[src/design/irpd_pkg.sv]
// ----------------------------------------------------------------------------
// irpd_pkg
// Shared types and constants for the IR pulse-distance frame encoder.
// ----------------------------------------------------------------------------
package irpd_pkg;

  localparam int FRAME_BITS_DEF = 32;
  localparam int WORD_W         = 32;
  localparam int TICK_W         = 16;
  localparam int CFG_IDX_W      = 3;

  localparam logic [TICK_W-1:0] START_ON_RST  = 16'd4500;
  localparam logic [TICK_W-1:0] START_OFF_RST = 16'd4500;
  localparam logic [TICK_W-1:0] ONE_ON_RST    = 16'd560;
  localparam logic [TICK_W-1:0] ONE_OFF_RST   = 16'd1690;
  localparam logic [TICK_W-1:0] ZERO_ON_RST   = 16'd560;
  localparam logic [TICK_W-1:0] ZERO_OFF_RST  = 16'd560;

  localparam logic [CFG_IDX_W-1:0] REG_START_ON  = 3'd0;
  localparam logic [CFG_IDX_W-1:0] REG_START_OFF = 3'd1;
  localparam logic [CFG_IDX_W-1:0] REG_ONE_ON    = 3'd2;
  localparam logic [CFG_IDX_W-1:0] REG_ONE_OFF   = 3'd3;
  localparam logic [CFG_IDX_W-1:0] REG_ZERO_ON   = 3'd4;
  localparam logic [CFG_IDX_W-1:0] REG_ZERO_OFF  = 3'd5;

  typedef enum logic {
    KIND_TICK = 1'b0,
    KIND_SEND = 1'b1
  } kind_t;

  typedef enum logic [2:0] {
    PH_IDLE      = 3'd0,
    PH_START_ON  = 3'd1,
    PH_START_OFF = 3'd2,
    PH_BIT_ON    = 3'd3,
    PH_BIT_OFF   = 3'd4,
    PH_STOP_ON   = 3'd5,
    PH_STOP_OFF  = 3'd6
  } phase_t;

endpackage

[src/design/ir_pulse_distance_frame_encoder_core.sv]
// ----------------------------------------------------------------------------
// ir_pulse_distance_frame_encoder_core
// Carrier-enable envelope generator for one pulse-distance IR frame.
// ----------------------------------------------------------------------------
// Input stream: in_tuser selects a timing tick (0) or a send request (1);
// in_tdata carries the frame word, taken only by a send request while idle.
// Every accepted request produces exactly one result in the following cycle on the
// output stream: envelope level and busy flag in out_tdata, and out_tlast
// high on the tick that ends the stop gap of a frame.
// A frame is a start pulse and gap, FRAME_BITS data bits lsb first, then a
// stop pulse and gap; each phase lasts its configured count of ticks.
// Throughput is one request per clock while the receiver does not stall: the
// phase/count update is a single increment and compare in front of the result register.
// When the receiver stalls, the held result keeps in_tready low until it is
// taken; in_tready stays high while the result register is empty or drains.
// Reset (rst_n low, synchronous) returns the block to idle, empties the
// result register and loads the default tick counts. Configuration writes via
// cfg_wen/cfg_addr/cfg_wdata take effect at the next clock edge.
// ----------------------------------------------------------------------------
module ir_pulse_distance_frame_encoder_core #(
  parameter int FRAME_BITS = irpd_pkg::FRAME_BITS_DEF
) (
  input  logic                             clk,
  input  logic                             rst_n,
  input  logic                             in_tvalid,
  output logic                             in_tready,
  input  logic [irpd_pkg::WORD_W-1:0]      in_tdata,   // frame_word
  input  logic                             in_tuser,   // kind
  output logic                             out_tvalid,
  input  logic                             out_tready,
  output logic [7:0]                       out_tdata,  // envelope, busy_res, zeros
  output logic                             out_tlast,  // frame_done
  input  logic                             cfg_wen,
  input  logic [irpd_pkg::CFG_IDX_W-1:0]   cfg_addr,
  input  logic [irpd_pkg::TICK_W-1:0]      cfg_wdata
);
  import irpd_pkg::*;

  localparam int BPW = (FRAME_BITS > 1) ? $clog2(FRAME_BITS) : 1;
  localparam logic [BPW-1:0] LAST_BIT = BPW'(FRAME_BITS - 1);

  logic [TICK_W-1:0] start_on_r, start_off_r, one_on_r, one_off_r;
  logic [TICK_W-1:0] zero_on_r, zero_off_r;

  phase_t            phase_r, phase_nxt;
  logic [TICK_W-1:0] cnt_r, cnt_nxt;
  logic [BPW-1:0]    bitpos_r, bitpos_nxt;
  logic [WORD_W-1:0] shift_r, shift_nxt;

  logic              out_valid_r;
  logic              env_r, env_nxt;
  logic              busy_r, busy_nxt;
  logic              done_r, done_nxt;

  logic              accept;
  logic [TICK_W-1:0] len;
  logic [TICK_W:0]   cnt_inc;

  assign in_tready  = !out_valid_r || out_tready;
  assign accept     = in_tvalid && in_tready;
  assign out_tvalid = out_valid_r;
  assign out_tdata  = {6'd0, busy_r, env_r};
  assign out_tlast  = done_r;
  assign cnt_inc    = {1'b0, cnt_r} + {{TICK_W{1'b0}}, 1'b1};

  always_ff @(posedge clk) begin
    if (!rst_n) begin
      start_on_r  <= START_ON_RST;
      start_off_r <= START_OFF_RST;
      one_on_r    <= ONE_ON_RST;
      one_off_r   <= ONE_OFF_RST;
      zero_on_r   <= ZERO_ON_RST;
      zero_off_r  <= ZERO_OFF_RST;
    end else if (cfg_wen) begin
      unique case (cfg_addr)
        REG_START_ON:  start_on_r  <= cfg_wdata;
        REG_START_OFF: start_off_r <= cfg_wdata;
        REG_ONE_ON:    one_on_r    <= cfg_wdata;
        REG_ONE_OFF:   one_off_r   <= cfg_wdata;
        REG_ZERO_ON:   zero_on_r   <= cfg_wdata;
        REG_ZERO_OFF:  zero_off_r  <= cfg_wdata;
        default: ;
      endcase
    end
  end

  always_comb begin
    unique case (phase_r)
      PH_START_ON:  len = start_on_r;
      PH_START_OFF: len = start_off_r;
      PH_BIT_ON:    len = shift_r[0] ? one_on_r : zero_on_r;
      PH_BIT_OFF:   len = shift_r[0] ? one_off_r : zero_off_r;
      PH_STOP_ON:   len = zero_on_r;
      PH_STOP_OFF:  len = zero_off_r;
      default:      len = TICK_W'(1);
    endcase
  end

  always_comb begin
    phase_nxt  = phase_r;
    cnt_nxt    = cnt_r;
    bitpos_nxt = bitpos_r;
    shift_nxt  = shift_r;
    done_nxt   = 1'b0;
    if (in_tuser == KIND_SEND) begin
      if (phase_r == PH_IDLE) begin
        shift_nxt  = in_tdata;
        bitpos_nxt = '0;
        cnt_nxt    = '0;
        phase_nxt  = PH_START_ON;
      end
    end else if (phase_r != PH_IDLE) begin
      if (cnt_inc < {1'b0, len}) begin
        cnt_nxt = cnt_inc[TICK_W-1:0];
      end else begin
        cnt_nxt = '0;
        unique case (phase_r)
          PH_START_ON:  phase_nxt = PH_START_OFF;
          PH_START_OFF: phase_nxt = PH_BIT_ON;
          PH_BIT_ON:    phase_nxt = PH_BIT_OFF;
          PH_BIT_OFF: begin
            shift_nxt = {1'b0, shift_r[WORD_W-1:1]};
            if (bitpos_r == LAST_BIT) begin
              bitpos_nxt = '0;
              phase_nxt  = PH_STOP_ON;
            end else begin
              bitpos_nxt = bitpos_r + BPW'(1);
              phase_nxt  = PH_BIT_ON;
            end
          end
          PH_STOP_ON:   phase_nxt = PH_STOP_OFF;
          PH_STOP_OFF: begin
            phase_nxt = PH_IDLE;
            done_nxt  = 1'b1;
          end
          default:      phase_nxt = PH_IDLE;
        endcase
      end
    end
    env_nxt  = (phase_nxt == PH_START_ON) || (phase_nxt == PH_BIT_ON) ||
               (phase_nxt == PH_STOP_ON);
    busy_nxt = (phase_nxt != PH_IDLE);
  end

  always_ff @(posedge clk) begin
    if (!rst_n) begin
      phase_r  <= PH_IDLE;
      cnt_r    <= '0;
      bitpos_r <= '0;
      shift_r  <= '0;
    end else if (accept) begin
      phase_r  <= phase_nxt;
      cnt_r    <= cnt_nxt;
      bitpos_r <= bitpos_nxt;
      shift_r  <= shift_nxt;
    end
  end

  always_ff @(posedge clk) begin
    if (!rst_n) begin
      out_valid_r <= 1'b0;
    end else if (accept) begin
      out_valid_r <= 1'b1;
    end else if (out_tready) begin
      out_valid_r <= 1'b0;
    end
  end

  always_ff @(posedge clk) begin
    if (accept) begin
      env_r  <= env_nxt;
      busy_r <= busy_nxt;
      done_r <= done_nxt;
    end
  end

endmodule
[config.mk]
export PLATFORM = sky130hd
export DESIGN_NAME = ir_pulse_distance_frame_encoder_core
export DESIGN_NICKNAME = d
export VERILOG_FILES = /design/src/design/irpd_pkg.sv /design/src/design/ir_pulse_distance_frame_encoder_core.sv
export SDC_FILE = /design/constraint.sdc
export NUM_CORES = 1
export LEC_CHECK = 0
export ABC_AREA = 1
export BUFFER_PORTS_ARGS = -buffer_cell sky130_fd_sc_hd__buf_2
export CAP_MARGIN = 10
export CORE_UTILIZATION = 54
export DETAILED_ROUTE_END_ITERATION = 7
export HOLD_SLACK_MARGIN = 0.06
export PLACE_DENSITY = 0.76
export REMOVE_ABC_BUFFERS = 1
export SLEW_MARGIN = 30
export SYNTH_ARGS = -nofsm -noshare
export SYNTH_HDL_FRONTEND = slang
export SYNTH_SLANG_ARGS = --single-unit
[constraint.sdc]
create_clock -name clk -period 2.77 [get_ports clk]
set_input_delay 0.554 -clock clk [delete_from_list [all_inputs] [get_ports clk]]
set_output_delay 0.554 -clock clk [all_outputs]
set_load 0.02 [all_outputs]
==> flow_metrics.tcl <==
set metrics [dict create \
    drive_gt1_frac 0.277 \
    power_density_mw_per_mm2 564 \
    cts_root_buf "clkbuf_16" \
    fill_cells 1155 \
    rsz0062_at_grt "yes" \
    clkTransAtPathRegs_ps 60 \
    synthTopCellsByArea "dfxtp_1 38%, nand2_1 14%, nor2_1 6.6%" \
    period_share 1.14 \
    final_max_slew_viol_count 0 \
    fmax_ghz 0.318 \
    vias 7888 \
    cts_sinks 156 \
    routedWlPerCell_um 15.9 \
    antenna_found_initial 0 \
    hold_viol_final 0 \
    worst_hold_path_type "primary input to register" \
    path_max_fanout 9 \
    status "finished with violations" \
    synth_area_leader_cell "dfxtp_1" \
    place.gp.congestion 0.914 \
    syn_to_final_growth_pct 27.3 \
    power_uw 5720 \
    drt_iter0_markers 631 \
    grt-ovfl-total 0 \
    io_pins 68 \
    cp-start-kind "register" \
    nets 1302 \
    cts.path.max_buffers 2 \
    h-tree-depth 4 \
    cts_buffers 17 \
    fin_worst_skew_ps 8.76 \
    via_per_inst 5.54 \
    port_buffers 61 \
    r2r-end "shift_r[6]" \
    swShare 0.276 \
    synth_area_mm2 0.00796 \
    die_area_mm2 0.0152 \
    die_w_um 123 \
    insertion_delay_ps 430 \
    remaining_drc_errors 0 \
    cap_viol_max_count 0 \
    die_h_um 123 \
    grt_max_degree 99 \
    r2r-start "phase_r[1]" \
    r2r_slack_ps -380 \
    p_seq_frac 0.416 \
    clockPowerShare 0.421 \
    hold_end "shift_r[31]" \
    ys_seq_elements 156 \
    power_frac_comb 0.163 \
    cts-hold-fix-buffers 0 \
    core_mm2 0.0145 \
    slew_headroom 0.408 \
    cp-end-kind "register" \
    violations "negative setup slack" \
    period_minus_slack_ps 3150 \
    setup_ws_ps -379 \
    place_area_mm2 0.00889 \
    stdcell_area_mm2 0.0101 \
    hp-start "in_tdata[31]" \
    yosysUniqueCellTypes 39 \
    grt_pass1_vias 7497 \
    rows 44 \
    cts_tree "yes" \
    start_util 0.550 \
    ff2ff_path_depth 21 \
    setup_viol 58 \
    critPathKind "register to register" \
    synth_seq_area_share 0.396 \
    yosys.area.top_type_share 0.385 \
    grtUsageTotal 0.303 \
    vdd_drop_max_uv 556 \
    ant_nets 0 \
    worstHoldPathCells 3 \
    drt-pass1-iter-count 5 \
    crit_arrival_ps 3500 \
    worstMarginPinSlew_ps 888 \
    dp_hpwl_mm 14.0 \
    grt_pass1_wl_mm 35.6 \
    wl_mm 22.7 \
    power.switching_uw 1580 \
    diodes 0 \
    intPower_uw 4140 \
    p_leak_uw 0.00443 \
    avgSynthCellArea_um2 7.16 \
    syn_inst 1112 \
    critical_path_required_ps 3120 \
    yosysWarnings 0 \
]
cell type report:
class	count	area, µm²	area share
multi-input cells	816	4550	0.449
flip-flops and latches	156	3160	0.312
repair buffers	160	1290	0.127
clock buffers	21	482	0.0475
inverters	75	285	0.0281
well taps	184	230	0.0227
clock inverters	11	133	0.0131
repair_timing:
item / 4_1_cts / 5_1_grt
setup buffers: 10 / 2
endpoints found under the hold margin: 0 / 0
gates cloned: 3 / 2
setup endpoints to repair: 59 / 59
pin swaps: 27 / 18
gates resized for setup: 61 / 57
state kept, by name (all words and copies together) (netlist names):
register,count
bitpos_r,5
busy_r,1
cnt_r,16
env_r,1
one_off_r,16
one_on_r,16
out_tlast,1
out_tvalid,1
phase_r,3
shift_r,32
start_off_r,16
start_on_r,16
zero_off_r,16
zero_on_r,16
cell usage in the layout, fill, tap and decap left out, types with 6 or more instances in the layout:
cell       synthesis  layout
a21oi_1           63      55
a21oi_2           27      35
a221oi_1          12       6
buf_12             3      12
buf_2              7      61
buf_4             10      77
clkbuf_16          0      20
conb_1             1       6
dfxtp_1          153     150
ha_1              19      18
inv_1             71      68
nand2_1          291     252
nand2_2            4      37
nand2_4            1       6
nand3_1           83      77
nand3_2           30      34
nor2_1           139     133
nor2_2             5       6
nor2_4             3       8
o211ai_1          14      14
o21ai_0           82      79
xor2_1            11      10
power groups by stage:
stage | combinational, µW | sequential, µW | clock [µW]
5_1_grt | 1010 | 2390 | 2500
6_report | 933 | 2380 | 2410
2_1_floorplan | 374 | 2430 | 0
4_1_cts | 840 | 2380 | 2410
3_5_place_dp | 758 | 2420 | 0
3_3_place_gp | 746 | 2420 | 0
synthesized netlist by cell type:
cell type / number
nand2_1: 291
edfxtp_1: 3
buf_6: 3
conb_1: 1
inv_1: 71
o21bai_1: 1
nor4_1: 3
nor2_1: 139
inv_2: 2
nand3_2: 30
a211oi_1: 1
a221oi_1: 12
o21ai_0: 82
a2111oi_0: 3
nor2_4: 3
a21oi_2: 27
buf_2: 7
nand2_2: 4
nand4_1: 4
nor3_1: 3
nor2_2: 5
buf_12: 3
dfxtp_1: 153
xor2_1: 11
o211a_1: 1
o2111ai_1: 1
clkinv_1: 2
nand3_1: 83
buf_4: 10
clkbuf_1: 44
ha_1: 19
a21oi_1: 63
nand2_4: 1
nand3_4: 1
buf_1: 3
o211ai_1: 14
a22o_1: 4
o22ai_1: 1
xnor2_1: 3
worst max path at each step:
| stage | from | to | slack [ps] | depth (start not counted) |
|---|---|---|---|---|
| global placement | phase_r[2] | bitpos_r[2] | -390 | 19 |
| CTS | phase_r[1] | bitpos_r[3] | -280 | 23 |
| detailed placement | phase_r[0] | busy_r | -490 | 20 |
| floorplan | phase_r[1] | bitpos_r[0] | -1340 | 17 |
| global route | phase_r[2] | shift_r[21] | -510 | 20 |
| finish | phase_r[1] | shift_r[6] | -380 | 21 |
routing by layer:
layer	track usage	routed length, µm
met1	0.369	9760
met2	0.520	11100
met3	0.0600	1180
met4	0.125	683
met5	0	0
metrics by stage:
stage | setup WS [ps] | utilization | std cells | hold slack [ps] | setup TNS [ps]
after floorplan | -1340 | - | 1047 | 424 | -62790
after global placement | -389 | 0.614 | 1377 | 439 | -20670
after detailed placement | -487 | 0.614 | 1377 | 443 | -25610
after CTS | -278 | 0.683 | 1421 | 402 | -13330
after global routing | -510 | 0.700 | 1423 | 405 | -27010
final | -379 | 0.700 | 1423 | 406 | -18310
critical path, cell delays in order, from the launching register on:
cell and delay [ps]:
dfxtp_2 360, buf_6 130, nand2_4 60, nor2_4 90, a21oi_2 40, buf_6 140, buf_8 140, o211ai_1 350
a221oi_4 60, ha_1 330, nand2_2 90, nor2_4 110, nand4_1 120, nor2_2 140, nand2_2 80, nand2_4 120
nand3_4 100, buf_12 150, nand2_8 90, buf_12 160, nand2_2 50, a21oi_1 150
logic make-up (layout without fill, tap and decap cells):
family,after synthesis,count (layout),share of synthesized area
and+or+nand+nor,567,567,0.315
AOI/OAI and AO/OA,210,210,0.160
DFF,156,156,0.396
buffers and inverters,145,267,0.0832
adders and majority gates,19,19,0.0299
xor gates and xnor gates,14,14,0.0154
other,1,6,0.000471
(Power assumes the default switching activity.)
